`config.mk`:
```
export PLATFORM = sky130hd
export DESIGN_NAME = sensor_frame_crc_decoder
export DESIGN_NICKNAME = d
export VERILOG_FILES = /design/src/hdl/sfcd_pkg.sv /design/src/hdl/sfcd_front.sv /design/src/hdl/sfcd_queue.sv /design/src/hdl/sfcd_back.sv /design/src/hdl/sensor_frame_crc_decoder.sv
export VERILOG_INCLUDE_DIRS = /design/src /design/src/hdl
export SDC_FILE = /design/constraint.sdc
export NUM_CORES = 1
export LEC_CHECK = 0
export ABC_AREA = 0
export BUFFER_PORTS_ARGS = -buffer_cell sky130_fd_sc_hd__clkbuf_2
export CAP_MARGIN = 20
export CORE_ASPECT_RATIO = 0.6
export CORE_MARGIN = 2
export CORE_UTILIZATION = 60
export DETAILED_ROUTE_END_ITERATION = 8
export GPL_TIMING_DRIVEN = 0
export PLACE_DENSITY = 0.78
export SLEW_MARGIN = 40
export SYNTH_ARGS = -nofsm -noshare
export SYNTH_HDL_FRONTEND = slang
export SYNTH_SLANG_ARGS = --single-unit
```
`constraint.sdc`:
```
create_clock -name i_clk -period 13.02 [get_ports i_clk]
set_clock_uncertainty 0.15 [all_clocks]
set_input_delay 0.651 -clock i_clk [delete_from_list [all_inputs] [get_ports i_clk]]
set_output_delay 0.651 -clock i_clk [all_outputs]
set_load 0.05 [all_outputs]
```
`src/hdl/sensor_frame_crc_decoder_assert.svh`:
```
// Assertion macros shared by the sensor frame decoder modules.
`ifndef SENSOR_FRAME_CRC_DECODER_ASSERT_SVH
`define SENSOR_FRAME_CRC_DECODER_ASSERT_SVH
`ifndef NO_ASSERTIONS
`define SFCD_ASSERT(lbl, clk, rst_n, prop, msg) \
    lbl: assert property (@(posedge clk) disable iff (!rst_n) prop) else $error(msg);
`define SFCD_ASSERT_IMP(lbl, clk, rst_n, ante, cons, msg) \
    lbl: assert property (@(posedge clk) disable iff (!rst_n) (ante) |-> (cons)) \
        else $error(msg);
`else
`define SFCD_ASSERT(lbl, clk, rst_n, prop, msg)
`define SFCD_ASSERT_IMP(lbl, clk, rst_n, ante, cons, msg)
`endif
`endif

```
`src/hdl/sfcd_pkg.sv`:
```
// Types, constants and the CRC-8 step function of the sensor frame decoder.
package sfcd_pkg;

    localparam logic [7:0] CRC_POLY = 8'h31;
    localparam logic [7:0] CRC_INIT = 8'hFF;

    localparam logic KIND_MEAS   = 1'b0;
    localparam logic KIND_STATUS = 1'b1;

    localparam logic [2:0] POS_FIRST = 3'd0;
    localparam logic [2:0] POS_BYTE1 = 3'd1;
    localparam logic [2:0] POS_CRC0  = 3'd2;
    localparam logic [2:0] POS_WORD1 = 3'd3;
    localparam logic [2:0] POS_BYTE4 = 3'd4;
    localparam logic [2:0] POS_CRC1  = 3'd5;

    localparam logic [1:0] ERR_OK    = 2'd0;
    localparam logic [1:0] ERR_WORD0 = 2'd1;
    localparam logic [1:0] ERR_WORD1 = 2'd2;

    localparam logic [14:0] TEMP_SCALE  = 15'd17500;
    localparam logic [14:0] TEMP_OFFSET = 15'd4500;
    localparam logic [13:0] HUMI_SCALE  = 14'd10000;
    localparam logic [13:0] HUMI_MAX    = 14'd10000;

    // Completed frame handed from the byte front end to the converter.
    typedef struct packed {
        logic [15:0] w0;
        logic [15:0] w1;
        logic        kind;
        logic [1:0]  err;
    } t_frame_rec;

    // Result item; the last field sits in the lowest bits.
    typedef struct packed {
        logic               pad;
        logic [1:0]         frame_error;
        logic [15:0]        status_value;
        logic [15:0]        humi_word;
        logic [15:0]        temp_word;
        logic [13:0]        humidity_centi;
        logic signed [14:0] temp_centi;
    } t_result;

    function automatic logic [7:0] crc8_byte(input logic [7:0] crc, input logic [7:0] b);
        logic [7:0] c;
        c = crc ^ b;
        for (int i = 0; i < 8; i++) begin
            c = c[7] ? ((c << 1) ^ CRC_POLY) : (c << 1);
        end
        return c;
    endfunction

endpackage

```
`src/hdl/sfcd_front.sv`:
```
// Byte front end: frame position, CRC check and word capture.
module sfcd_front
    import sfcd_pkg::*;
(
    input  logic        i_clk,
    input  logic        i_rst_n,
    input  logic        i_frame_kind,
    input  logic        i_valid,
    output logic        o_ready,
    input  logic [7:0]  i_byte,
    input  logic        i_start,
    input  logic        i_full,
    output logic        o_push,
    output t_frame_rec  o_rec
);

    logic [2:0] r_pos, n_pos;
    logic [7:0] r_crc, n_crc;
    logic       r_first_ok, n_first_ok;
    logic [7:0] r_b0, r_b1, r_b3, r_b4;

    logic [2:0] len_m1;
    logic [2:0] pos_raw;
    logic [2:0] pos;
    logic       accept;
    logic       is_crc;
    logic       match;
    logic       first_ok;
    logic [7:0] crc_base;

    assign o_ready = !i_full;
    assign accept  = i_valid && !i_full;

    always_comb begin
        len_m1   = (i_frame_kind == KIND_STATUS) ? POS_CRC0 : POS_CRC1;
        pos_raw  = i_start ? POS_FIRST : r_pos;
        // restart the frame when the position runs past the current length
        pos      = (pos_raw > len_m1) ? POS_FIRST : pos_raw;
        is_crc   = pos inside {POS_CRC0, POS_CRC1};
        match    = (r_crc == i_byte);
        crc_base = (pos == POS_FIRST || pos == POS_WORD1) ? CRC_INIT : r_crc;
        first_ok = (pos == POS_CRC0) ? match : r_first_ok;

        n_pos      = r_pos;
        n_crc      = r_crc;
        n_first_ok = r_first_ok;
        if (accept) begin
            n_pos = (pos == len_m1) ? POS_FIRST : pos + 3'd1;
            if (is_crc) begin
                n_crc = CRC_INIT;
                if (pos == POS_CRC0) begin
                    n_first_ok = match;
                end
            end else begin
                n_crc = crc8_byte(crc_base, i_byte);
            end
        end

        o_push   = accept && is_crc && (pos == len_m1);
        o_rec.w0   = {r_b0, r_b1};
        o_rec.w1   = {r_b3, r_b4};
        o_rec.kind = i_frame_kind;
        if (!first_ok) begin
            o_rec.err = ERR_WORD0;
        end else if (i_frame_kind == KIND_STATUS) begin
            o_rec.err = ERR_OK;
        end else if (!match) begin
            o_rec.err = ERR_WORD1;
        end else begin
            o_rec.err = ERR_OK;
        end
    end

    always_ff @(posedge i_clk) begin
        if (!i_rst_n) begin
            r_pos      <= POS_FIRST;
            r_crc      <= CRC_INIT;
            r_first_ok <= 1'b0;
        end else begin
            r_pos      <= n_pos;
            r_crc      <= n_crc;
            r_first_ok <= n_first_ok;
        end
    end

    // hold the data bytes of the current frame
    always_ff @(posedge i_clk) begin
        if (accept) begin
            case (pos)
                POS_FIRST: r_b0 <= i_byte;
                POS_BYTE1: r_b1 <= i_byte;
                POS_WORD1: r_b3 <= i_byte;
                POS_BYTE4: r_b4 <= i_byte;
                default: ;
            endcase
        end
    end

`include "sensor_frame_crc_decoder_assert.svh"
    `SFCD_ASSERT(a_pos_range, i_clk, i_rst_n, (r_pos <= POS_CRC1), "byte position out of range")
    `SFCD_ASSERT_IMP(a_push_accept, i_clk, i_rst_n, o_push, (accept && is_crc), "push without crc byte")

endmodule

```
`src/hdl/sfcd_queue.sv`:
```
// Short queue of completed frames between the front end and the converter.
module sfcd_queue
    import sfcd_pkg::*;
#(
    parameter int DEPTH = 2
) (
    input  logic        i_clk,
    input  logic        i_rst_n,
    input  logic        i_push,
    input  t_frame_rec  i_rec,
    input  logic        i_pop,
    output t_frame_rec  o_rec,
    output logic        o_empty,
    output logic        o_full
);

    localparam int PW = (DEPTH > 1) ? $clog2(DEPTH) : 1;
    localparam int CW = $clog2(DEPTH + 1);

    t_frame_rec          r_mem [DEPTH];
    logic [PW-1:0]       r_wr, r_rd;
    logic [CW-1:0]       r_count;
    logic                push, pop;

    assign o_empty = (r_count == '0);
    assign o_full  = (r_count == CW'(DEPTH));
    assign push    = i_push && !o_full;
    assign pop     = i_pop && !o_empty;
    assign o_rec   = r_mem[r_rd];

    always_ff @(posedge i_clk) begin
        if (push) begin
            r_mem[r_wr] <= i_rec;
        end
    end

    always_ff @(posedge i_clk) begin
        if (!i_rst_n) begin
            r_wr    <= '0;
            r_rd    <= '0;
            r_count <= '0;
        end else begin
            if (push) begin
                r_wr <= (r_wr == PW'(DEPTH - 1)) ? '0 : r_wr + 1'b1;
            end
            if (pop) begin
                r_rd <= (r_rd == PW'(DEPTH - 1)) ? '0 : r_rd + 1'b1;
            end
            if (push && !pop) begin
                r_count <= r_count + 1'b1;
            end else if (pop && !push) begin
                r_count <= r_count - 1'b1;
            end
        end
    end

`include "sensor_frame_crc_decoder_assert.svh"
    `SFCD_ASSERT(a_count_max, i_clk, i_rst_n, (r_count <= CW'(DEPTH)), "queue overfilled")
    `SFCD_ASSERT_IMP(a_no_drop, i_clk, i_rst_n, i_push, !o_full, "frame pushed into full queue")

endmodule

```
`src/hdl/sfcd_back.sv`:
```
// Converter: scales the raw words and registers the result item.
module sfcd_back
    import sfcd_pkg::*;
(
    input  logic        i_clk,
    input  logic        i_rst_n,
    input  t_frame_rec  i_rec,
    input  logic        i_empty,
    output logic        o_pop,
    output logic        o_valid,
    input  logic        i_ready,
    output t_result     o_res
);

    logic        r_s1_vld;
    t_frame_rec  r_s1_rec;
    logic [30:0] r_s1_tprod;
    logic [29:0] r_s1_hprod;
    logic        r_out_vld;
    t_result     r_out;

    logic        s1_adv;
    logic [31:0] tsum;
    logic [31:0] hsum;
    logic [14:0] tq;
    logic [13:0] hq;
    t_result     n_out;

    assign s1_adv  = r_s1_vld && (!r_out_vld || i_ready);
    assign o_pop   = !i_empty && (!r_s1_vld || s1_adv);
    assign o_valid = r_out_vld;
    assign o_res   = r_out;

    // floor(x / 65535) as (x + (x >> 16) + 1) >> 16, exact for these ranges
    always_comb begin
        tsum = 32'(r_s1_tprod) + 32'(r_s1_tprod >> 16) + 32'd1;
        hsum = 32'(r_s1_hprod) + 32'(r_s1_hprod >> 16) + 32'd1;
        tq   = tsum[30:16];
        hq   = hsum[29:16];

        n_out = '0;
        n_out.frame_error = r_s1_rec.err;
        if (r_s1_rec.err == ERR_OK) begin
            if (r_s1_rec.kind == KIND_STATUS) begin
                n_out.status_value = r_s1_rec.w0;
            end else begin
                n_out.temp_centi     = $signed(tq - TEMP_OFFSET);
                n_out.humidity_centi = (hq > HUMI_MAX) ? HUMI_MAX : hq;
                n_out.temp_word      = r_s1_rec.w0;
                n_out.humi_word      = r_s1_rec.w1;
            end
        end
    end

    always_ff @(posedge i_clk) begin
        if (o_pop) begin
            r_s1_rec   <= i_rec;
            r_s1_tprod <= 31'(TEMP_SCALE) * 31'(i_rec.w0);
            r_s1_hprod <= 30'(HUMI_SCALE) * 30'(i_rec.w1);
        end
        if (s1_adv) begin
            r_out <= n_out;
        end
    end

    always_ff @(posedge i_clk) begin
        if (!i_rst_n) begin
            r_s1_vld  <= 1'b0;
            r_out_vld <= 1'b0;
        end else begin
            if (o_pop) begin
                r_s1_vld <= 1'b1;
            end else if (s1_adv) begin
                r_s1_vld <= 1'b0;
            end
            if (s1_adv) begin
                r_out_vld <= 1'b1;
            end else if (i_ready) begin
                r_out_vld <= 1'b0;
            end
        end
    end

`include "sensor_frame_crc_decoder_assert.svh"
    `SFCD_ASSERT_IMP(a_humi_clamp, i_clk, i_rst_n, r_out_vld, (r_out.humidity_centi <= HUMI_MAX), "humidity above full scale")
    `SFCD_ASSERT_IMP(a_err_zero, i_clk, i_rst_n, (r_out_vld && r_out.frame_error != ERR_OK), (r_out.temp_word == 16'd0 && r_out.status_value == 16'd0 && r_out.temp_centi == 15'sd0), "error result carries data")

endmodule

```
`src/hdl/sensor_frame_crc_decoder.sv`:
```
// Top level of the sensor response frame decoder with CRC-8 check.
// One byte per item, one item per clock: the front end checks the CRC-8 of each
// word (poly 0x31, init 0xFF) and follows the frame position, and the last byte
// of a frame (the third byte for a status frame, the sixth for a measurement
// frame) hands the frame to a queue of Q_DEPTH entries. A two-stage converter
// (multiply, then divide-by-65535 correction and offset) turns it into one
// result item; both stages are registered. Input is taken every cycle while
// the queue has room, so only a result side stalled long enough to fill the
// queue holds input back. frame_kind is written through the cfg channel, which
// is always ready; write it only between frames.
module sensor_frame_crc_decoder
    import sfcd_pkg::*;
#(
    parameter int Q_DEPTH = 2
) (
    input  logic        i_clk,
    input  logic        i_rst_n,
    input  logic        i_cfg_valid,
    output logic        o_cfg_ready,
    input  logic        i_cfg_data,       // frame_kind
    input  logic        i_s_axis_tvalid,
    output logic        o_s_axis_tready,
    input  logic [7:0]  i_s_axis_tdata,   // data_byte
    input  logic        i_s_axis_tuser,   // frame_start
    output logic        o_m_axis_tvalid,
    input  logic        i_m_axis_tready,
    // temp_centi[14:0], humidity_centi[28:15], temp_word[44:29],
    // humi_word[60:45], status_value[76:61], frame_error[78:77], zero[79]
    output logic [79:0] o_m_axis_tdata
);

    logic       r_frame_kind;
    logic       q_push, q_pop, q_empty, q_full;
    t_frame_rec f_rec, q_rec;
    t_result    res;

    assign o_cfg_ready    = 1'b1;
    assign o_m_axis_tdata = res;

    always_ff @(posedge i_clk) begin
        if (!i_rst_n) begin
            r_frame_kind <= KIND_MEAS;
        end else if (i_cfg_valid) begin
            r_frame_kind <= i_cfg_data;
        end
    end

    sfcd_front u_front (
        .i_clk        (i_clk),
        .i_rst_n      (i_rst_n),
        .i_frame_kind (r_frame_kind),
        .i_valid      (i_s_axis_tvalid),
        .o_ready      (o_s_axis_tready),
        .i_byte       (i_s_axis_tdata),
        .i_start      (i_s_axis_tuser),
        .i_full       (q_full),
        .o_push       (q_push),
        .o_rec        (f_rec)
    );

    sfcd_queue #(
        .DEPTH (Q_DEPTH)
    ) u_queue (
        .i_clk   (i_clk),
        .i_rst_n (i_rst_n),
        .i_push  (q_push),
        .i_rec   (f_rec),
        .i_pop   (q_pop),
        .o_rec   (q_rec),
        .o_empty (q_empty),
        .o_full  (q_full)
    );

    sfcd_back u_back (
        .i_clk   (i_clk),
        .i_rst_n (i_rst_n),
        .i_rec   (q_rec),
        .i_empty (q_empty),
        .o_pop   (q_pop),
        .o_valid (o_m_axis_tvalid),
        .i_ready (i_m_axis_tready),
        .o_res   (res)
    );

endmodule
```
==> reports/qor.txt, run 1 <==
fmax: 143.8 MHz
Final WS setup: 6.068 ns
Die ar.: 30360 um2
most frequent cells after synthesis: edfxtp_1 (266), ha_1 (201), inv_1 (198)
wire per inst: 18.34 um
TritonCTS Buffers: 27
clock-pin slew on the worst setup and hold paths: 0.07 ns
Synth Area in Adders: 23.71%
CP startpoint kind: flip-flop
synthesized area per cell: 12.57 um2
compound-gate portion of the synthesized area: 7.472%
period utilization: 53.40%
prevailing post-synth register cell: edfxtp_1
post-synth cell types: 66
Max-slew headroom: 51.37%
drt total wl: 35120 um
number of synthesized flops with an enable pin: 266
I/O pins: 98
Sink Count: 286
arrival time at the worst endpoint: 7.13 ns
Synth Area in Simple Gates: 8.503%
main combinational cell family by area after synthesis: adder cells
initial antenna violation count: 1
GRT Total Usage: 24.07%
Clock Latency Late Sink: 0.56 ns
crit-path most repeated cell: inv_1
die span in y: 135.8 um
Initial Util: 60.74%
Final Hold Vio Count: 0
num rows: 48
Layout Area Growth over Synthesis: 11.44%
Crit path required time: 13.20 ns
ANT nets after route: 0
Worst path slowest cell: fa_1
YS warnings: 0
# setup viols final: 0
TritonRoute pass-1 iters: 5
multiplexer share of the synthesized area: 2.399%
crit path kind: reg -> reg
Setup WS pre-CTS: 5.849 ns
Die Width: 223.6 um
Avg Vias per Cell: 5.630
Hold Crit Class: in -> reg
Synth Area in XOR/XNOR: 4.770%
# resized after CTS: 0
share of cells above drive strength 1: 12.40%
Synth area leaders: edfxtp_1 (46%), ha_1 (14%), fa_1 (9.2%), inv_1 (4.3%), xnor2_1 (3.0%)
crit end category: flip-flop
fill count: 2020
MaxCap Viol Count: 0
fin. max-slew vios: 0
cts hold-fix bufs: 0
total gr overflow: 0
Vias: 10780
asr flop ratio synth: 0%
Root Driver: clkbuf_16
measured slew at the worst slew-check pin: 0.7111 ns
Worst Path Buf+Inv: 7
vias in the first global route: 10530
Placeable Area: 28590 um2
worst-path maximum fanout: 10
Mapped Cells: 1381
post-DP HPWL: 27840 um
Post-CTS Setup Inserts: 0
First DRT Iteration DRCs: 1004
IO buf count: 95
Nets: 1815
top-count cell post-synth: edfxtp_1
crit path cell chain: clkbuf_1, clkbuf_2, mux2i_1, inv_1, ha_1, inv_1, fa_1, inv_1, ha_1, fa_1, inv_1, fa_1, inv_1, ha_1, a21oi_1, nor2b_1, or4_1, o21a_1, a311o_1, a21oi_1, o21bai_1, xnor2_1
mapped cell area: 17360 um2
crit-path max cell delay: 0.53 ns
CTS tree: done
H-tree lvl count: 1
first-pass GRT wire length: 56370 um
Setup TNS: 0 ns
sequential area share after synthesis: 48.31%
top cell type's share of synthesized area: 46.00%
RSZ-0062 raised after global routing: no
CTS Buffer Depth: 3
DRC: 0
dominant cell type by area after synthesis: edfxtp_1
crit path time final: 6.952 ns
status: finished, final reports clean
largest net degree at the start of global routing: 55
Routability Congestion: 0.8788
Synth Net Count: 1677
Diodes inserted: 0
Seq cells post-synth: 286
CP delay by family, top: adder cells
## cell families (layout without fill, tap and decap cells)
group | Yosys count | in the layout
compound gates | 189 | 189
xor+xnor | 89 | 89
fa+ha+maj | 281 | 281
buf+inv | 220 | 379
flops | 286 | 286
mux | 40 | 40
other cells | 2 | 2
simple gates | 274 | 274
## layout by cell type, fill, tap and decap left out, types with 14 or more instances in the layout
cell type / n
xor2_1: 26
nor3_1: 31
ha_1: 201
a21oi_1: 54
nor2b_1: 16
inv_1: 197
a21o_1: 23
nand3_1: 16
and2_1: 54
clkbuf_16: 27
nand2b_1: 15
o21a_1: 14
o21ai_0: 27
xnor2_1: 59
dfxtp_1: 20
nand2_1: 38
nor2_1: 47
fa_1: 80
clkbuf_2: 97
mux2i_1: 25
clkbuf_1: 23
edfxtp_1: 266
## registers in the layout, indices dropped and copies added, names as in the netlist, 2 cells and up, named ones only
| register | count |
|---|---|
| u_back.o_res | 79 |
| u_queue.r_mem | 70 |
| u_back.r_s1_rec | 33 |
| u_back.r_s1_tprod | 28 |
| u_back.r_s1_hprod | 22 |
| u_front.r_b0 | 8 |
| u_front.r_b1 | 8 |
| u_front.r_b3 | 8 |
| u_front.r_b4 | 8 |
| u_front.r_crc | 8 |
| u_front.r_pos | 3 |
| u_back.n_out | 2 |
| u_queue.r_count | 2 |
## metrics by stage
stage	cell area [um2]	instances	utilization, %	hold WS (ns)
after floorplan	17360	1381	-	0.2715
after global placement	18310	1851	64.05	0.2718
after detailed placement	18510	1865	64.76	0.2835
after CTS	19340	1915	67.66	0.2112
after global routing	19350	1915	67.69	0.2146
final	19350	1915	67.69	0.2269
## tightest hold or removal path: stages
cell and delay (ns):
clkbuf_2 0.07, mux2i_1 0.06, nor2b_1 0.09
## worst paths after layout
kind                           endpoint  cells after the start            start  slack, ns
setup / recovery  u_back.r_s1_tprod[24]                     22        flip-flop       6.07
hold / removal             r_frame_kind                      3       i_cfg_data       0.23
setup reg to reg  u_back.r_s1_tprod[24]                     22        flip-flop       6.07
hold reg to reg    u_queue.r_mem[1][19]                      0  u_front.r_b1[0]       0.27
## routing by layer
layer / share of wire [%] / vias to the layer above / global-route usage (%)
li1: - / 5168 / -
met1: 49 / 5237 / 37.86
met2: 42 / 343 / 35.01
met3: 7.9 / 33 / 4.836
met4: 1.2 / 0 / 4.074
met5: 0 / - / 0
## cell type report
cell class | count | area (um2) | area share, %
well taps | 375 | 469.2 | 2.425
clock buffers | 33 | 698.2 | 3.608
repair buffers | 109 | 643.1 | 3.323
plain buffers | 22 | 92.59 | 0.4785
flip-flops and latches | 286 | 8388 | 43.35
clock inverters | 17 | 131.4 | 0.6789
multi-input cells | 875 | 8180 | 42.27
inverters | 198 | 748.2 | 3.867
Power of run 1 is left out: the tool's default activity adds up to more than one toggle a clock period on the data nets, which glitch-free logic cannot reach.
==> run 2: changes to the inputs <==
--- a/config.mk
+++ b/config.mk
@@ -6,7 +6,7 @@
 export SDC_FILE = /design/constraint.sdc
 export NUM_CORES = 1
 export LEC_CHECK = 0
-export ABC_AREA = 0
+export ABC_AREA = 1
 export BUFFER_PORTS_ARGS = -buffer_cell sky130_fd_sc_hd__clkbuf_2
 export CAP_MARGIN = 20
 export CORE_ASPECT_RATIO = 0.6
@@ -14,7 +14,7 @@
 export CORE_UTILIZATION = 60
 export DETAILED_ROUTE_END_ITERATION = 8
 export GPL_TIMING_DRIVEN = 0
-export PLACE_DENSITY = 0.78
+export PLACE_DENSITY = 0.77
 export SLEW_MARGIN = 40
 export SYNTH_ARGS = -nofsm -noshare
 export SYNTH_HDL_FRONTEND = slang
==> constraint.sdc (replaced) <==
create_clock -name i_clk -period 6.4 [get_ports i_clk]
set_clock_uncertainty 0.15 [all_clocks]
set_input_delay 0.32 -clock i_clk [delete_from_list [all_inputs] [get_ports i_clk]]
set_output_delay 0.32 -clock i_clk [all_outputs]
set_load 0.05 [all_outputs]
==> reports/qor.txt, run 2 <==
status: finished, final reports clean
Hold WS: 0.05401 ns
Seq. cell area: 8388 um2
most frequent cells after synthesis: nand2_1 (408), inv_1 (405), edfxtp_1 (266)
Die ar.: 33240 um2
Hold Crit Class: in -> reg
Synth Area in XOR/XNOR: 2.391%
Max-slew headroom: 47.22%
arrival time at the worst endpoint: 6.24 ns
Avg Vias per Cell: 5.445
synthesized area per cell: 9.439 um2
Mapped Cells: 2018
vias in the first global route: 13310
Synth Area in Simple Gates: 16.68%
worst-path maximum fanout: 10
fill count: 2346
sequential area share after synthesis: 44.04%
Vias: 14160
Placeable Area: 31220 um2
RSZ-0062 raised after global routing: no
Crit path required time: 6.53 ns
Die Width: 234.0 um
fmax: 163.8 MHz
Root Driver: clkbuf_16
crit end category: flip-flop
clock-pin slew on the worst setup and hold paths: 0.07 ns
post-DP HPWL: 35430 um
multiplexer share of the synthesized area: 0.7685%
ANT nets after route: 0
YS warnings: 0
compound-gate portion of the synthesized area: 6.056%
total gr overflow: 0
post-layout util: 68.41%
TritonCTS Buffers: 28
largest net degree at the start of global routing: 48
top cell type's share of synthesized area: 41.93%
MaxCap Viol Count: 0
fin. max-slew vios: 0
most common cell after layout, fill and taps aside: nand2_1
Hold Crit Start: i_s_axis_tdata[1]
Synth Area in Adders: 21.61%
initial antenna violation count: 0
die span in y: 142.0 um
period utilization: 95.38%
main combinational cell family by area after synthesis: adder cells
Initial Util: 61.02%
TritonRoute pass-1 iters: 5
num rows: 50
Synth area leaders: edfxtp_1 (42%), ha_1 (13%), fa_1 (8.4%), nand2_1 (8.0%), inv_1 (8.0%)
top-count cell post-synth: nand2_1
max FFs per register: 79
asr flop ratio synth: 0%
Routability Congestion: 0.9901
Nets: 2457
measured slew at the worst slew-check pin: 0.7874 ns
commonest cells after routing, fill and taps aside: nand2_1 (408), inv_1 (403), edfxtp_1 (266), ha_1 (201), nor2_1 (173)
Multi-input gate area: 9102 um2
Clock Latency Late Sink: 0.56 ns
Layout Area Growth over Synthesis: 12.11%
H-tree lvl count: 1
Synth Net Count: 2314
CTS tree: done
dominant cell type by area after synthesis: edfxtp_1
first-pass GRT wire length: 70260 um
CTS Buffer Depth: 3
GRT Total Usage: 27.52%
prevailing post-synth register cell: edfxtp_1
drt total wl: 44840 um
Post-CTS Setup Inserts: 0
# setup viols final: 0
Sink Count: 286
mapped cell area: 19050 um2
CP startpoint kind: flip-flop
wire per inst: 17.25 um
I/O pins: 98
Seq cells post-synth: 286
number of synthesized flops with an enable pin: 266
share of cells above drive strength 1: 9.666%
post-synth cell types: 50
First DRT Iteration DRCs: 1208
crit path time final: 6.104 ns
crit path kind: reg -> reg
IO buf count: 95
Final Hold Vio Count: 0
DRC: 0
-- run 2: cell count changes in the layout (fill, tap and decap cells not counted), moves of 25 or more --
| cell | previous run | this run |
|---|---|---|
| a21oi_1 | 54 | 99 |
| inv_1 | 197 | 403 |
| and2_1 | 54 | 3 |
| nand3_1 | 16 | 77 |
| o21ai_0 | 27 | 63 |
| mux2i_1 | 25 | 0 |
| nor2_1 | 47 | 173 |
| nand2_1 | 38 | 408 |
| xnor2_1 | 59 | 16 |
-- run 2: path summary, 6_finish.rpt --
kind,slack [ns],cells past startpoint,end
setup reg to reg,0.30,19,u_back.r_s1_tprod[22]
hold reg to reg,0.30,0,u_queue.r_mem[0][27]
hold / removal,0.05,1,u_front.r_b1[1]
setup / recovery,0.30,19,u_back.r_s1_tprod[22]
-- run 2: area by class of cell --
class,count,area share (%)
multi-input combinational,1309,42.62
timing repair buffer,113,3.492
antenna,1,0.01172
clock buffer,31,3.433
sequential,286,39.28
buffer,16,0.3925
tap,416,2.437
inverter,407,7.177
clock inverter,21,1.154
-- run 2: cell families (layout without fill, tap and decap cells) --
logic type / Yosys count / after routing
and+or+nand+nor: 750 / 750
buffers and inverters: 423 / 588
DFF: 286 / 286
adders and majority gates: 281 / 281
AOI/OAI and AO/OA: 211 / 211
xor gates and xnor gates: 52 / 52
muxes: 13 / 13
other: 2 / 3
-- run 2: metrics by stage --
step	setup WS, ns	cell area [um2]	cells	setup TNS (ns)
floorplan	0.9672	19050	2018	0
global placement	-0.4278	20040	2529	-32.95
detailed placement	-0.3442	20250	2537	-0.8196
CTS	0.07706	21330	2599	0
global route	0.02726	21350	2599	0
finish	0.2957	21360	2600	0
-- run 2: timing repair --
action	CTS	global route
hold buffers	10	0
pin swaps	0	0
endpoints found under the hold margin	32	0
gates resized for setup	4	10
setup endpoints to repair	8	8
-- run 2: layer usage --
layer / up-vias / wire length (um) / track usage (%)
met2: 580 / 19000 / 40.54
met3: 57 / 4002 / 5.068
met5: - / 0 / 0
met4: 0 / 941 / 6.329
met1: 6653 / 20890 / 42.33
li1: 6867 / - / -
-- run 2: critical path, cell delays in order (launching register included) --
cell,delay [ns]
dfxtp_1,0.36
clkbuf_2,0.27
clkbuf_4,0.31
mux2_2,0.49
ha_1,0.34
fa_1,0.48
ha_1,0.29
inv_1,0.05
fa_1,0.48
inv_1,0.06
fa_1,0.48
ha_1,0.38
a21oi_1,0.24
o21ai_0,0.12
nor2_1,0.20
o21ai_0,0.19
a21boi_1,0.38
o21ai_1,0.19
a21oi_1,0.25
xnor2_2,0.13
Power of run 2 is left out for the same reason.
==> run 3: changes to the inputs <==
==> constraint.sdc (replaced) <==
create_clock -name i_clk -period 7.23 [get_ports i_clk]
set_clock_uncertainty 0.15 [all_clocks]
set_input_delay 0.3615 -clock i_clk [delete_from_list [all_inputs] [get_ports i_clk]]
set_output_delay 0.3615 -clock i_clk [all_outputs]
set_load 0.05 [all_outputs]
==> reports/qor.txt, run 3 (synthesized netlist as in run 2, its figures left out) <==
status: finished, final reports clean
Initial Util: 61.02%
Clock Latency Late Sink: 0.56 ns
crit path kind: reg -> reg
wire per inst: 17.24 um
num rows: 50
WHS Endpoint: u_front.r_b1[0]
drt total wl: 44790 um
vias in the first global route: 13300
crit-path max cell delay: 0.57 ns
Post-CTS Setup Inserts: 0
fill count: 2349
R2R Path End: u_back.r_s1_tprod[22]
crit end category: flip-flop
Register-to-Register Path Depth: 18
Setup WS pre-CTS: 0.4858 ns
arrival time at the worst endpoint: 6.90 ns
worst-path maximum fanout: 10
Root Driver: clkbuf_16
Hold Crit Class: in -> reg
Hold Crit Start: i_s_axis_tdata[0]
share of cells above drive strength 1: 9.399%
commonest cells after routing, fill and taps aside: nand2_1 (408), inv_1 (404), edfxtp_1 (266), ha_1 (201), nor2_1 (173)
Vias: 14170
RSZ-0062 raised after global routing: no
CP delay by family, top: adder cells
first-pass GRT wire length: 70230 um
Avg Vias per Cell: 5.456
H-tree lvl count: 1
Die Width: 234.0 um
Max-slew headroom: 47.24%
total gr overflow: 0
CTS Buffer Depth: 3
R2R setup slack: 0.50 ns
Nets: 2455
fmax: 148.7 MHz
Layout Area Growth over Synthesis: 11.90%
Sink Count: 286
crit path time final: 6.727 ns
Routability Congestion: 0.9901
post-DP HPWL: 35430 um
# setup viols final: 0
Crit path required time: 7.40 ns
measured slew at the worst slew-check pin: 0.7914 ns
Multi-input gate area: 9089 um2
TritonRoute pass-1 iters: 5
largest net degree at the start of global routing: 48
I/O pins: 98
Worst path slowest cell: fa_1
Seq. cell area: 8388 um2
CTS tree: done
CP startpoint kind: flip-flop
Final WS setup: 0.5028 ns
Die ar.: 33240 um2
die span in y: 142.0 um
clock-pin slew on the worst setup and hold paths: 0.07 ns
Setup TNS: 0 ns
ANT nets after route: 0
most common cell after layout, fill and taps aside: nand2_1
max FFs per register: 79
DRC: 0
period utilization: 93.05%
IO buf count: 95
First DRT Iteration DRCs: 1228
TritonCTS Buffers: 28
crit path cell chain: clkbuf_1, clkbuf_2, o21ai_0, inv_1, ha_1, fa_1, ha_1, ha_1, fa_1, inv_1, fa_1, nor4_1, nor2_1, o21ai_0, a21boi_0, o21ai_0, a21oi_1, xnor2_1
Placeable Area: 31220 um2
GRT Total Usage: 27.51%
initial antenna violation count: 0
MaxCap Viol Count: 0
Worst Path Buf+Inv: 4
fin. max-slew vios: 0
Final Hold Vio Count: 0
number of cells on the worst hold path: 1
run 3: changes by cell type in the layout (fill, tap and decap cells not counted), sizes merged:
| cell | before | now |
|---|---|---|
| dlygate4sd3 | 10 | 8 |
run 3: final cells by class:
| cell class | instances | share of cell area [%] |
|---|---|---|
| buffer | 16 | 0.3639 |
| clock inverter | 21 | 1.156 |
| timing repair buffer | 111 | 3.405 |
| antenna | 1 | 0.01174 |
| sequential | 286 | 39.35 |
| tap | 416 | 2.442 |
| clock buffer | 31 | 3.440 |
| inverter | 407 | 7.191 |
| multi-input combinational | 1309 | 42.64 |
run 3: per-layer routing:
layer	GRT usage [%]	part of all wire, %	vias up
li1	-	-	6862
met2	40.46	42	569
met4	6.329	1.9	0
met3	5.068	8.5	50
met5	0	0	-
met1	42.37	47	6693
run 3: stage by stage:
step / hold slack (ns) / instances / util (%) / cell area (um2)
after global routing: 0.005931 / 2597 / 68.27 / 21310
after floorplan: 0.2715 / 2018 / - / 19050
final: 0.02633 / 2598 / 68.28 / 21320
after detailed placement: 0.2796 / 2537 / 64.87 / 20250
after CTS: 0.009202 / 2597 / 68.26 / 21310
after global placement: 0.2715 / 2529 / 64.21 / 20040
run 3: how the worst max path moves through the flow:
stage / slack [ns] / cells past startpoint / from / endpoint
after global routing: 0.11 / 19 / flip-flop / u_back.r_s1_tprod[22]
after global placement: 0.36 / 3 / i_m_axis_tready / u_back.o_res[13]
after detailed placement: 0.49 / 18 / flip-flop / u_back.r_s1_tprod[22]
after floorplan: 1.80 / 19 / flip-flop / u_back.r_s1_tprod[22]
after CTS: 0.35 / 18 / flip-flop / u_back.r_s1_tprod[22]
final: 0.50 / 18 / flip-flop / u_back.r_s1_tprod[22]
run 3: what timing repair did:
action                                  4_1_cts  5_1_grt
endpoints found under the setup margin        0        1
endpoints found under the hold margin        22        0
resized for setup                             0        2
hold buffers                                  8        0
Power of run 3 is left out for the same reason.
